==> config.mk <==
export PLATFORM = sky130hd
export DESIGN_NAME = autorange_ohmmeter_flat
export DESIGN_NICKNAME = d
export VERILOG_FILES = /design/src/aom_pkg.sv /design/src/aom_chan_if.sv /design/src/aom_divider.sv /design/src/autorange_ohmmeter.sv /design/src/flat_wrapper.sv
export SDC_FILE = /design/constraint.sdc
export NUM_CORES = 1
export LEC_CHECK = 0
export ABC_CLOCK_PERIOD_IN_PS = 10200
export BUFFER_PORTS_ARGS = -buffer_cell sky130_fd_sc_hd__buf_2
export CAP_MARGIN = 10
export CORE_ASPECT_RATIO = 2
export CORE_MARGIN = 3
export CORE_UTILIZATION = 25
export CTS_BUF_LIST = sky130_fd_sc_hd__clkbuf_8 sky130_fd_sc_hd__clkbuf_16
export CTS_CLUSTER_DIAMETER = 100
export DETAILED_ROUTE_END_ITERATION = 8
export HOLD_SLACK_MARGIN = 0.03
export PLACE_DENSITY = 0.38
export RECOVER_POWER = 50
export SLEW_MARGIN = 25
export SYNTH_ARGS = -nofsm -noshare
export SYNTH_HDL_FRONTEND = slang
export SYNTH_HIERARCHICAL = 1
export SYNTH_SLANG_ARGS = --single-unit
==> constraint.sdc <==
create_clock -name i_clk -period 10.2 [get_ports i_clk]
set_input_delay 1.53 -clock i_clk [delete_from_list [all_inputs] [get_ports i_clk]]
set_output_delay 1.53 -clock i_clk [all_outputs]
set_load 0.05 [all_outputs]
==> src/aom_pkg.sv <==
// Shared types and constants for the autoranging ohmmeter.
`timescale 1ns / 1ps
package aom_pkg;

    localparam logic [1:0] REF_NONE = 2'd0;
    localparam logic [1:0] REF_LOW  = 2'd1;
    localparam logic [1:0] REF_MID  = 2'd2;
    localparam logic [1:0] REF_HIGH = 2'd3;

    localparam logic [1:0] PHASE_IDLE   = 2'd0;
    localparam logic [1:0] PHASE_FIRST  = 2'd1;
    localparam logic [1:0] PHASE_SECOND = 2'd2;

    localparam logic [2:0] CFG_ADC_FULL   = 3'd0;
    localparam logic [2:0] CFG_REF_LOW    = 3'd1;
    localparam logic [2:0] CFG_REF_MID    = 3'd2;
    localparam logic [2:0] CFG_REF_HIGH   = 3'd3;
    localparam logic [2:0] CFG_CONT_LIMIT = 3'd4;

    localparam logic [11:0] RST_ADC_FULL   = 12'd3300;
    localparam logic [15:0] RST_REF_LOW    = 16'd100;
    localparam logic [15:0] RST_REF_MID    = 16'd1000;
    localparam logic [15:0] RST_REF_HIGH   = 16'd10000;
    localparam logic [15:0] RST_CONT_LIMIT = 16'd50;

    localparam int OPEN_MV      = 3200;
    localparam int SHORT_MV     = 50;
    localparam int LOW_LIMIT    = 500;
    localparam int MID_LIMIT    = 5000;
    localparam int OVER_LIMIT   = 500000;

    typedef struct packed {
        logic        mode;
        logic [11:0] sample_mv;
    } t_in_item;

    typedef struct packed {
        logic        kind;
        logic [1:0]  ref_select;
        logic [31:0] ohms_x16;
        logic [1:0]  range_used;
        logic        continuity;
        logic        open_circuit;
    } t_out_item;

    typedef struct packed {
        logic [2:0]  addr;
        logic [15:0] wdata;
    } t_cfg_item;

endpackage

==> src/aom_chan_if.sv <==
// Valid/ready channel carrying one item of a given type.
`timescale 1ns / 1ps
interface aom_chan_if #(
    parameter type T = logic
);
    logic valid;
    logic ready;
    T     data;

    modport source (output valid, output data, input ready);
    modport sink (input valid, input data, output ready);
endinterface

==> src/aom_divider.sv <==
// Restoring divider, one quotient bit per cycle.
`timescale 1ns / 1ps
module aom_divider #(
    parameter int DW = 40,
    parameter int RW = 20
) (
    input  logic          i_clk,
    input  logic          i_rst_n,
    input  logic          i_start,
    input  logic [DW-1:0] i_dividend,
    input  logic [RW-1:0] i_divisor,
    output logic          o_busy,
    output logic [DW-1:0] o_quo,
    output logic [RW-1:0] o_rem
);
    localparam int KW = $clog2(DW + 1);

    logic          r_busy, n_busy;
    logic [KW-1:0] r_cnt, n_cnt;
    logic [DW-1:0] r_quo, n_quo;
    logic [RW-1:0] r_rem, n_rem;
    logic [RW-1:0] r_div, n_div;
    logic [RW:0]   trial;
    logic          ge;

    always_comb begin
        trial = {r_rem, r_quo[DW-1]};
        ge    = trial >= {1'b0, r_div};
        n_busy = r_busy;
        n_cnt  = r_cnt;
        n_quo  = r_quo;
        n_rem  = r_rem;
        n_div  = r_div;
        if (i_start) begin
            n_busy = 1'b1;
            n_cnt  = KW'(DW);
            n_quo  = i_dividend;
            n_rem  = '0;
            n_div  = i_divisor;
        end else if (r_busy) begin
            n_rem  = ge ? RW'(trial - {1'b0, r_div}) : trial[RW-1:0];
            n_quo  = {r_quo[DW-2:0], ge};
            n_cnt  = r_cnt - KW'(1);
            n_busy = r_cnt != KW'(1);
        end
    end

    always_ff @(posedge i_clk) begin
        if (!i_rst_n) begin
            r_busy <= 1'b0;
            r_cnt  <= '0;
        end else begin
            r_busy <= n_busy;
            r_cnt  <= n_cnt;
        end
        r_quo <= n_quo;
        r_rem <= n_rem;
        r_div <= n_div;
    end

    assign o_busy = r_busy;
    assign o_quo  = r_quo;
    assign o_rem  = r_rem;
endmodule

==> src/autorange_ohmmeter.sv <==
// Top level of the autoranging voltage-divider ohmmeter.
//
// Channels: i_samp takes items of {mode, sample_mv}; mode 1 starts a
// measurement, mode 0 carries one junction sample. o_res gives request
// items (kind 0, reference to drive) and finished items (kind 1: ohms x16,
// range, continuity and open flags). i_cfg writes the five registers and
// is always ready.
// Timing: a start item gives its high-reference request on the next
// cycle. After the last sample of a pass the block runs S_MUL, then S_DIV,
// where the bit-serial divider, DW bits wide (DW = 32 + OHMS_FRACTION_BITS
// at default sizes), gives one quotient bit a cycle, then S_EVAL. Samples are
// taken one a cycle within a pass unless an item waits on a stalled output;
// i_samp.ready is low from the last sample of a pass until its result is loaded.
// A stalled receiver holds the result in the output register; a new item is
// taken in the cycle the waiting one leaves.
// Reset: registers return to 3300 mV, 100, 1000, 10000 and 50 ohm, and the
// block waits idle for a start item; samples while idle are dropped.
`timescale 1ns / 1ps
module autorange_ohmmeter #(
    parameter int SAMPLES_PER_READING = 16,
    parameter int OHMS_FRACTION_BITS  = 4
) (
    input  logic          i_clk,
    input  logic          i_rst_n,
    aom_chan_if.sink      i_samp,
    aom_chan_if.source    o_res,
    aom_chan_if.sink      i_cfg
);
    import aom_pkg::*;

    localparam int N    = SAMPLES_PER_READING;
    localparam int F    = OHMS_FRACTION_BITS;
    localparam int SW   = $clog2(N * 4095 + 1);
    localparam int CW   = $clog2(N + 1);
    localparam int NUMW = 16 + SW;
    localparam int DW   = NUMW + F;
    localparam int QX   = (DW > 32) ? DW : 33;

    localparam logic [SW-1:0] OPEN_SUM  = SW'(OPEN_MV * N);
    localparam logic [SW-1:0] SHORT_SUM = SW'(SHORT_MV * N);
    localparam logic [DW-1:0] Q_LOW     = DW'(longint'(LOW_LIMIT) << F);
    localparam logic [DW-1:0] Q_MID     = DW'(longint'(MID_LIMIT) << F);
    localparam logic [DW-1:0] Q_OVER    = DW'(longint'(OVER_LIMIT) << F);

    localparam logic [1:0] S_ACC  = 2'd0;
    localparam logic [1:0] S_MUL  = 2'd1;
    localparam logic [1:0] S_DIV  = 2'd2;
    localparam logic [1:0] S_EVAL = 2'd3;

    logic [11:0]   r_adc;
    logic [15:0]   r_ref_low, r_ref_mid, r_ref_high, r_limit;
    logic [1:0]    r_state, n_state;
    logic [1:0]    r_phase, n_phase;
    logic [1:0]    r_ref, n_ref;
    logic [CW-1:0] r_count, n_count;
    logic [SW-1:0] r_sum, n_sum;
    logic          r_open, n_open;
    logic          r_ov, n_ov;
    t_out_item     r_out, n_out;

    logic          out_free, in_acc;
    logic [SW-1:0] full;
    logic [15:0]   rref;
    logic          is_open, is_short;
    logic [NUMW-1:0] num;
    logic [SW-1:0] den;
    logic          div_busy;
    logic [DW-1:0] quo;
    logic [SW-1:0] rem;
    logic [QX-1:0] quo_x;
    logic          below_low, below_mid, cont, over;
    logic [31:0]   scaled;

    assign out_free     = !r_ov || o_res.ready;
    assign i_samp.ready = (r_state == S_ACC) && out_free;
    assign in_acc       = i_samp.valid && i_samp.ready;
    assign i_cfg.ready  = 1'b1;

    always_ff @(posedge i_clk) begin
        if (!i_rst_n) begin
            r_adc      <= RST_ADC_FULL;
            r_ref_low  <= RST_REF_LOW;
            r_ref_mid  <= RST_REF_MID;
            r_ref_high <= RST_REF_HIGH;
            r_limit    <= RST_CONT_LIMIT;
        end else if (i_cfg.valid) begin
            case (i_cfg.data.addr)
                CFG_ADC_FULL:   r_adc      <= i_cfg.data.wdata[11:0];
                CFG_REF_LOW:    r_ref_low  <= i_cfg.data.wdata;
                CFG_REF_MID:    r_ref_mid  <= i_cfg.data.wdata;
                CFG_REF_HIGH:   r_ref_high <= i_cfg.data.wdata;
                CFG_CONT_LIMIT: r_limit    <= i_cfg.data.wdata;
                default: ;
            endcase
        end
    end

    always_comb begin
        full     = SW'(r_adc * N);
        rref     = (r_ref == REF_LOW) ? r_ref_low
                 : (r_ref == REF_MID) ? r_ref_mid : r_ref_high;
        is_open  = (r_sum >= OPEN_SUM) || (full <= r_sum);
        is_short = r_sum <= SHORT_SUM;
        if (is_open || is_short) begin
            num = '0;
            den = SW'(1);
        end else begin
            num = NUMW'(rref) * NUMW'(r_sum);
            den = full - r_sum;
        end
    end

    aom_divider #(
        .DW (DW),
        .RW (SW)
    ) u_div (
        .i_clk      (i_clk),
        .i_rst_n    (i_rst_n),
        .i_start    (r_state == S_MUL),
        .i_dividend (DW'(num) << F),
        .i_divisor  (den),
        .o_busy     (div_busy),
        .o_quo      (quo),
        .o_rem      (rem)
    );

    always_comb begin
        quo_x     = QX'(quo);
        below_low = !r_open && (quo < Q_LOW);
        below_mid = !r_open && (quo < Q_MID);
        cont      = !r_open && (quo < (DW'(r_limit) << F));
        over      = r_open || (quo > Q_OVER) || ((quo == Q_OVER) && (rem != '0));
        scaled    = (r_open || (quo_x[QX-1:32] != '0)) ? '1 : quo_x[31:0];
    end

    always_comb begin
        n_state = r_state;
        n_phase = r_phase;
        n_ref   = r_ref;
        n_count = r_count;
        n_sum   = r_sum;
        n_open  = r_open;
        n_ov    = r_ov && !o_res.ready;
        n_out   = r_out;
        unique case (r_state)
            S_ACC: begin
                if (in_acc) begin
                    if (i_samp.data.mode) begin
                        n_phase = PHASE_FIRST;
                        n_ref   = REF_HIGH;
                        n_count = '0;
                        n_sum   = '0;
                        n_ov    = 1'b1;
                        n_out   = '{kind: 1'b0, ref_select: REF_HIGH, default: '0};
                    end else if (r_phase != PHASE_IDLE) begin
                        n_sum   = r_sum + SW'(i_samp.data.sample_mv);
                        n_count = r_count + CW'(1);
                        if (r_count == CW'(N - 1)) begin
                            n_state = S_MUL;
                        end
                    end
                end
            end
            S_MUL: begin
                n_open  = is_open;
                n_state = S_DIV;
            end
            S_DIV: begin
                if (!div_busy) begin
                    n_state = S_EVAL;
                end
            end
            S_EVAL: begin
                if (out_free) begin
                    n_state = S_ACC;
                    n_ov    = 1'b1;
                    n_count = '0;
                    n_sum   = '0;
                    if (r_phase == PHASE_FIRST && (below_low || below_mid)) begin
                        n_phase = PHASE_SECOND;
                        n_ref   = below_low ? REF_LOW : REF_MID;
                        n_out   = '{kind: 1'b0, ref_select: n_ref, default: '0};
                    end else begin
                        n_phase = PHASE_IDLE;
                        n_ref   = REF_NONE;
                        n_out   = '{kind: 1'b1, ref_select: REF_NONE, ohms_x16: scaled,
                                    range_used: r_ref - 2'd1, continuity: cont,
                                    open_circuit: over};
                    end
                end
            end
        endcase
    end

    always_ff @(posedge i_clk) begin
        if (!i_rst_n) begin
            r_state <= S_ACC;
            r_phase <= PHASE_IDLE;
            r_ref   <= REF_NONE;
            r_count <= '0;
            r_sum   <= '0;
            r_ov    <= 1'b0;
        end else begin
            r_state <= n_state;
            r_phase <= n_phase;
            r_ref   <= n_ref;
            r_count <= n_count;
            r_sum   <= n_sum;
            r_ov    <= n_ov;
        end
        r_open <= n_open;
        r_out  <= n_out;
    end

    assign o_res.valid = r_ov;
    assign o_res.data  = r_out;
endmodule

==> src/flat_wrapper.sv <==
// flat-port wrapper written by rule: the top's interface ports become plain ports
module autorange_ohmmeter_flat import aom_pkg::*;
#(
    parameter int SAMPLES_PER_READING = 16,
    parameter int OHMS_FRACTION_BITS  = 4
)
  (i_clk, i_rst_n, i_samp_valid, i_samp_data, i_samp_ready, o_res_valid, o_res_data, o_res_ready, i_cfg_valid, i_cfg_data, i_cfg_ready);
  aom_chan_if #(.T(t_in_item)) i_samp_i ();
  aom_chan_if #(.T(t_out_item)) o_res_i ();
  aom_chan_if #(.T(t_cfg_item)) i_cfg_i ();
  input  logic i_clk;
  input  logic i_rst_n;
  input wire logic [$bits(i_samp_i.valid)-1:0] i_samp_valid;
  input wire logic [$bits(i_samp_i.data)-1:0] i_samp_data;
  output wire logic [$bits(i_samp_i.ready)-1:0] i_samp_ready;
  output wire logic [$bits(o_res_i.valid)-1:0] o_res_valid;
  output wire logic [$bits(o_res_i.data)-1:0] o_res_data;
  input wire logic [$bits(o_res_i.ready)-1:0] o_res_ready;
  input wire logic [$bits(i_cfg_i.valid)-1:0] i_cfg_valid;
  input wire logic [$bits(i_cfg_i.data)-1:0] i_cfg_data;
  output wire logic [$bits(i_cfg_i.ready)-1:0] i_cfg_ready;
  assign i_samp_i.valid = i_samp_valid;
  assign i_samp_i.data = i_samp_data;
  assign i_samp_ready = i_samp_i.ready;
  assign o_res_valid = o_res_i.valid;
  assign o_res_data = o_res_i.data;
  assign o_res_i.ready = o_res_ready;
  assign i_cfg_i.valid = i_cfg_valid;
  assign i_cfg_i.data = i_cfg_data;
  assign i_cfg_ready = i_cfg_i.ready;
  autorange_ohmmeter #(.SAMPLES_PER_READING(SAMPLES_PER_READING), .OHMS_FRACTION_BITS(OHMS_FRACTION_BITS)) u_core (.i_clk(i_clk), .i_rst_n(i_rst_n), .i_samp(i_samp_i), .o_res(o_res_i), .i_cfg(i_cfg_i));
endmodule
==> results of run 1 <==
routing by layer:
metal  up-vias  share of wire, %  GRT usage, %
li1       7774                 -             -
met1      8123                34          16.6
met2       337                58          34.7
met3       103               2.4          1.02
met4         2               5.2          7.73
met5         -             0.018             0
cells by family after synthesis:
logic type	share of synthesized area [%]
DFF	25.8
buffers and inverters	8.15
adders and majority gates	29.5
xor gates and xnor gates	2.30
and+or+nand+nor	18.5
AOI/OAI and AO/OA	12.2
other	0.0366
muxes	3.40
report_power, final:
| part | internal [W] | switching [W] |
|---|---|---|
| Clock | 0.000474 | 0.000396 |
| Combinational | 0.000107 | 0.000239 |
| Sequential | 0.000932 | 0.0000247 |
through the flow:
stage	hold slack (ps)	instance area, µm²	power (W)	setup slack, ps	utilization [%]
floorplan	436	20500	0.00120	3080	-
global placement	441	22000	0.00132	2570	27.1
detailed placement	447	22000	0.00133	2590	27.1
CTS	454	22800	0.00222	2520	28.0
global route	473	22700	0.00227	2140	27.9
finish	454	22700	0.00217	2510	27.9
cells in the mapped netlist, types with 5 or more instances:
cell type / count / area, µm²
and2_1: 86 / 538
o21bai_1: 9 / 67.6
or3_1: 9 / 56.3
and3_1: 16 / 100
buf_2: 13 / 65.1
nand4b_1: 5 / 43.8
o21ai_0: 54 / 270
mux2_2: 37 / 417
or2_2: 5 / 31.3
nor3b_1: 5 / 37.5
inv_1: 307 / 1150
xnor2_1: 28 / 245
a311oi_1: 5 / 43.8
o211ai_1: 14 / 105
buf_4: 5 / 37.5
ha_1: 170 / 2130
a31oi_1: 11 / 68.8
a21oi_1: 122 / 611
edfxtp_1: 92 / 2760
nand4_1: 24 / 150
a21boi_0: 8 / 60.1
clkbuf_1: 85 / 319
nor2b_1: 14 / 87.6
mux2i_1: 28 / 280
o31ai_1: 6 / 45.0
a211oi_1: 12 / 90.1
xor2_1: 26 / 228
o21a_1: 48 / 360
nand3_1: 59 / 295
nand2_1: 370 / 1390
nand2b_1: 11 / 68.8
fa_1: 196 / 3920
o21ai_1: 7 / 35.0
nor2_1: 149 / 559
nor4_1: 12 / 75.1
dfxtp_1: 127 / 2540
a21o_1: 26 / 195
nor3_1: 28 / 140
a22oi_1: 10 / 75.1
worst register-to-register path: stages, from the launching register on:
cell	delay, ps
dfxtp_1	360
inv_1	80
ha_1	200
buf_4	230
mux2i_1	170
o21ai_1	360
buf_4	360
nand2_1	130
fa_1	530
fa_1	520
inv_1	50
fa_1	480
fa_1	550
fa_1	600
inv_1	70
fa_1	550
inv_1	50
ha_1	410
and3_1	250
nand4_1	180
nor3_1	220
o21ai_0	230
a211oi_1	340
o21a_1	150
nor3_1	40
mux2_2	280
area by class of cell:
| type | instances | area [µm²] | share of cell area, % |
|---|---|---|---|
| flip-flops and latches | 219 | 5310 | 23.4 |
| well taps | 1050 | 1310 | 5.78 |
| clock inverters | 15 | 125 | 0.551 |
| repair buffers | 115 | 602 | 2.65 |
| clock buffers | 27 | 631 | 2.78 |
| inverters | 310 | 1160 | 5.13 |
| multi-input cells | 1691 | 13600 | 59.8 |
worst min-delay path by stage:
| stage | end | cells after the start | slack [ps] |
|---|---|---|---|
| finish | u_core/r_limit[3] | 2 | 450 |
| global route | u_core/r_limit[11] | 2 | 470 |
| CTS | u_core/r_ref_low[7] | 2 | 450 |
| detailed placement | u_core/r_ref_low[7] | 2 | 450 |
| global placement | u_core/r_ref_high[12] | 2 | 440 |
| floorplan | u_core/r_ref_high[0] | 2 | 440 |
registers in the layout, summed over array words and instances, names as in the netlist, 5 cells and up:
| signal | flops |
|---|---|
| u_core/o_res.data | 39 |
| u_core/r_adc | 12 |
| u_core/r_count | 5 |
| u_core/r_limit | 16 |
| u_core/r_ref_high | 16 |
| u_core/r_ref_low | 16 |
| u_core/r_ref_mid | 16 |
| u_core/r_sum | 16 |
| u_core/u_div/o_quo | 36 |
| u_core/u_div/o_rem | 16 |
| u_core/u_div/r_cnt | 6 |
| u_core/u_div/r_div | 16 |
==> reports/summary.txt, run 1 <==
Post-CTS setup buffer count = 0
Crit Path Class = flop to flop
Final #Nets = 2763
RR Startpoint = u_core/r_ref[0]
Leak = 9.61 nW
Final Hold Viols = 0
Gate Count Post-Synth = 2329
Clock root buffer = clkbuf_16
Detailed Routing Iterations Pass 1 = 7
Area Overhead vs Synth = 10.7%
Final Setup Violations = 0
Detail Placement HPWL = 59.0 mm
Register area share after synthesis = 25.8%
Yosys reg bits = 219
Critical path endpoint = u_core/u_div/o_quo[31]
IR drop worst, VDD = 0.0878 mV
Failing checks = max-capacitance violations, max-slew violations
Routed wire per std cell = 21.4 µm
Number of diodes = 0
Hold Path Origin = u_core/r_limit[3]
Ys async rst share = 0%
Slowest CP cell = fa_1
WP buf/inv = 6
CTS tree = done
Clock latency on the worst-skew pair = 570 ps
Skew final = 40.5 ps
RSZ-0062 raised after global routing = no
Most common cell after layout, fill and taps aside = nand2_1
DR iter-0 viols = 766
# hold bufs at CTS = 0
Starting density of the core = 25.2%
Worst r2r dst = u_core/u_div/o_quo[31]
Max-slew headroom = -107%
Syn_area_per_cell = 8.81 µm²
Number of flops mapped to enable cells by yosys = 92
Max clock buf depth = 3
Number of cell rows = 148
Resized Gates After CTS = 0
Startpoint types = flop
Initial antenna violation count = 1
Top delay family on crit path = adder cells
CTS clk-pin slew, worst paths = 70 ps
Min cycle time layout = 7690 ps
Reg2Reg Setup Slack = 2510 ps
Layout cells sized above 1 = 7.49%
Worst Setup SP = u_core/r_ref[0]
Fin crit share = 75.4%
GPL Wtd Cong = 0.873
Final slew viol count = 240
H-tree depth = 1
Die ar. = 85800 µm²
Final cell count without fillers = 3427
Primary FF master, synth = dfxtp_1
Unique masters post-synth = 86
Worst R2R Path Depth = 25
Largest net degree at the start of global routing = 66
P per Cell Area = 95.6 nW/µm²
# placed instances = 3385
FMAX = 130 MHz
Via count = 16300
Worst path arrival time = 7970 ps
Most frequent CP cell = fa_1
Worst-margin pin slew = 3100 ps
Worst Path Required = 10490 ps
Drt total wl = 73.3 mm
CP max stage delay = 600 ps
Status = finished with violations
Die height = 411 µm
CTS buffer count = 23
Synthesized area = 20500 µm²
Detail Route Antenna Nets = 0
Vias in the first global route = 17100
I/O Buffers = 77
Crit end category = flop
FILL cells = 8806
I/O pin count = 79
Core Region = 81500 µm²
First-pass GRT wire length = 109 mm
Hold WC Path Type = flop to flop
Max FO, Critical Path = 16
Yosys warns = 6
Clock sinks = 219
Die width = 209 µm
Overflow after GRT = 0
Vias per inst = 4.77
Most frequent cells in the layout = 370 x nand2_1, 308 x inv_1, 196 x fa_1
Total track usage = 16.8%
Remaining DRCs = 0
CP Depth = 25
Max-cap violations = 5
Fin Setup TNS = 0 ps
(Power assumes the default switching activity.)
==> run 2: changes to the inputs <==
--- a/config.mk
+++ b/config.mk
@@ -5,7 +5,7 @@
 export SDC_FILE = /design/constraint.sdc
 export NUM_CORES = 1
 export LEC_CHECK = 0
-export ABC_CLOCK_PERIOD_IN_PS = 10200
+export ABC_CLOCK_PERIOD_IN_PS = 6200
 export BUFFER_PORTS_ARGS = -buffer_cell sky130_fd_sc_hd__buf_2
 export CAP_MARGIN = 10
 export CORE_ASPECT_RATIO = 2
@@ -15,7 +15,7 @@
 export CTS_CLUSTER_DIAMETER = 100
 export DETAILED_ROUTE_END_ITERATION = 8
 export HOLD_SLACK_MARGIN = 0.03
-export PLACE_DENSITY = 0.38
+export PLACE_DENSITY = 0.39
 export RECOVER_POWER = 50
 export SLEW_MARGIN = 25
 export SYNTH_ARGS = -nofsm -noshare
==> constraint.sdc (replaced) <==
create_clock -name i_clk -period 6.2 [get_ports i_clk]
set_input_delay 0.93 -clock i_clk [delete_from_list [all_inputs] [get_ports i_clk]]
set_output_delay 0.93 -clock i_clk [all_outputs]
set_load 0.05 [all_outputs]
==> reports/summary.txt, run 2 (synthesis results as in run 1) <==
Status = finished with violations (unchanged)
Failing checks = max-capacitance violations, max-slew violations, negative setup slack (was max-capacitance violations, max-slew violations)
Max FO, Critical Path = 7 (was 16)
Max-cap violations = 3 (was 5)
Max-slew headroom = -81.4% (was -107%)
Crit Path Class = flop to flop (unchanged)
Vias per inst = 4.65 (was 4.77)
Worst-margin pin slew = 2720 ps (was 3100 ps)
Die width = 209 µm (unchanged)
CP max stage delay = 640 ps (was 600 ps)
Final core occ = 31.5% (was 27.9%)
Pre-CTS WS = -1020 ps (was 2590 ps)
# hold bufs at CTS = 0 (unchanged)
Crit end category = flop (unchanged)
I/O pin count = 79 (unchanged)
Skew final = 27.5 ps (was 40.5 ps)
Layout cells sized above 1 = 22.1% (was 7.49%)
Most frequent CP cell = inv_2 (was fa_1)
Hold WC Path Type = flop to flop (unchanged)
H-tree depth = 1 (unchanged)
Final Setup Violations = 22 (was 0)
Final #Nets = 2966 (was 2763)
Core Region = 81500 µm² (unchanged)
Final Hold Viols = 0 (unchanged)
Hold path depth = 2 (unchanged)
Worst path arrival time = 7130 ps (was 7970 ps)
Detailed Routing Iterations Pass 1 = 5 (was 7)
Slowest CP cell = fa_2 (was fa_1)
CTS clk-pin slew, worst paths = 60 ps (was 70 ps)
Clock sinks = 219 (unchanged)
Initial antenna violation count = 4 (was 1)
Fin crit share = 110% (was 75.4%)
Die height = 411 µm (unchanged)
Number of cell rows = 148 (unchanged)
Most frequent cells in the layout = 342 x nand2_1, 289 x inv_1, 199 x buf_4 (was 370 x nand2_1, 308 x inv_1, 196 x fa_1)
Max clock buf depth = 3 (unchanged)
Most common cell after layout, fill and taps aside = nand2_1 (unchanged)
CTS tree = done (unchanged)
P per Cell Area = 149 nW/µm² (was 95.6 nW/µm²)
CTS buffer count = 24 (was 23)
Min cycle time layout = 6820 ps (was 7690 ps)
FILL cells = 8618 (was 8806)
Clock root buffer = clkbuf_16 (unchanged)
Final slew viol count = 146 (was 240)
FMAX = 147 MHz (was 130 MHz)
RSZ-0062 raised after global routing = yes (was no)
Drt total wl = 73.1 mm (was 73.3 mm)
Clock latency on the worst-skew pair = 560 ps (was 570 ps)
DR iter-0 viols = 666 (was 766)
Startpoint types = flop (unchanged)
Vias in the first global route = 18200 (was 17100)
Via count = 16900 (was 16300)
Setup ws final = -623 ps (was 2510 ps)
First-pass GRT wire length = 110 mm (was 109 mm)
Remaining DRCs = 0 (unchanged)
Total track usage = 16.7% (was 16.8%)
Die ar. = 85800 µm² (unchanged)
Area Overhead vs Synth = 25.2% (was 10.7%)
Worst R2R Path Depth = 26 (was 25)
Largest net degree at the start of global routing = 66 (unchanged)
Routed wire per std cell = 20.1 µm (was 21.4 µm)
Overflow after GRT = 0 (unchanged)
IR drop worst, VDD = 0.172 mV (was 0.0878 mV)
Starting density of the core = 25.2% (unchanged)
Detail Placement HPWL = 59.9 mm (was 59.0 mm)
GPL Wtd Cong = 0.851 (was 0.873)
Leak = 10.9 nW (was 9.61 nW)
Detail Route Antenna Nets = 0 (unchanged)
I/O Buffers = 77 (unchanged)
Largest register FFs = 39 (unchanged)
Worst Path Required = 6500 ps (was 10490 ps)
## run 2: changes by cell type in the layout (fill, tap and decap cells not counted), sizes merged
cell,previous run,this run
bufinv,1,3
diode,0,3
clkinvlp,1,0
buf,70,274
clkinv,12,10
## run 2: path summary, 6_finish.rpt
check / from / endpoint / slack, ps
hold reg to reg: u_core/r_limit[2] / u_core/r_limit[2] / 460
hold / removal: u_core/r_limit[2] / u_core/r_limit[2] / 460
setup / recovery: u_core/r_ref[0] / u_core/u_div/o_quo[34] / -620
setup reg to reg: u_core/r_ref[0] / u_core/u_div/o_quo[34] / -620
## run 2: per-stage QoR
step	total power (W)	hold WS (ps)	cells	TNS, ps	cell area, µm²
3_3_place_gp	0.00224	443	3559	-15940	23700
4_1_cts	0.00388	457	3625	-10120	25500
6_report	0.00383	457	3633	-9230	25700
2_1_floorplan	0.00201	436	2332	-1630	21000
3_5_place_dp	0.00225	449	3559	-16700	23700
5_1_grt	0.00399	481	3633	-14030	25700
## run 2: area by class of cell
cell class	instances	area (µm²)	share of cell area, %
Multi-Input combinational cell	1691	14700	57.2
Sequential cell	219	5310	20.7
Timing Repair Buffer	317	2370	9.24
Tap cell	1050	1310	5.11
Inverter	310	1160	4.53
Clock buffer	29	681	2.65
Clock inverter	14	164	0.638
Antenna cell	3	7.51	0.0292
## run 2: report_power, final
part,total (W),internal (W),switching [W]
Combinational,0.000708,0.000275,0.000432
Clock,0.00155,0.000907,0.000641
Sequential,0.00157,0.00153,0.0000370
Total,0.00383,0.00272,0.00111
## run 2: worst max-delay path: cells and delay by family, from the launching register on
family / cells / cell delay, ps
AND/OR/NAND/NOR: 3 / 510
adder cells (fa/ha/maj): 8 / 3620
flip-flops: 1 / 340
multiplexers: 3 / 540
buffers and inverters: 8 / 760
AO/OA/AOI/OAI: 4 / 770
## run 2: timing repair
action | 4_1_cts | 5_1_grt
pin swaps | 68 | 43
gates cloned | 1 | 0
buffers inserted | 26 | 5
endpoints found under the setup margin | 24 | 24
resized for setup | 175 | 61
## run 2: per-layer routing
metal	share of wire, %	GRT usage [%]
met5	0	0
met4	6.6	9.37
met3	1.9	1.16
met2	57	34.1
met1	34	16.2
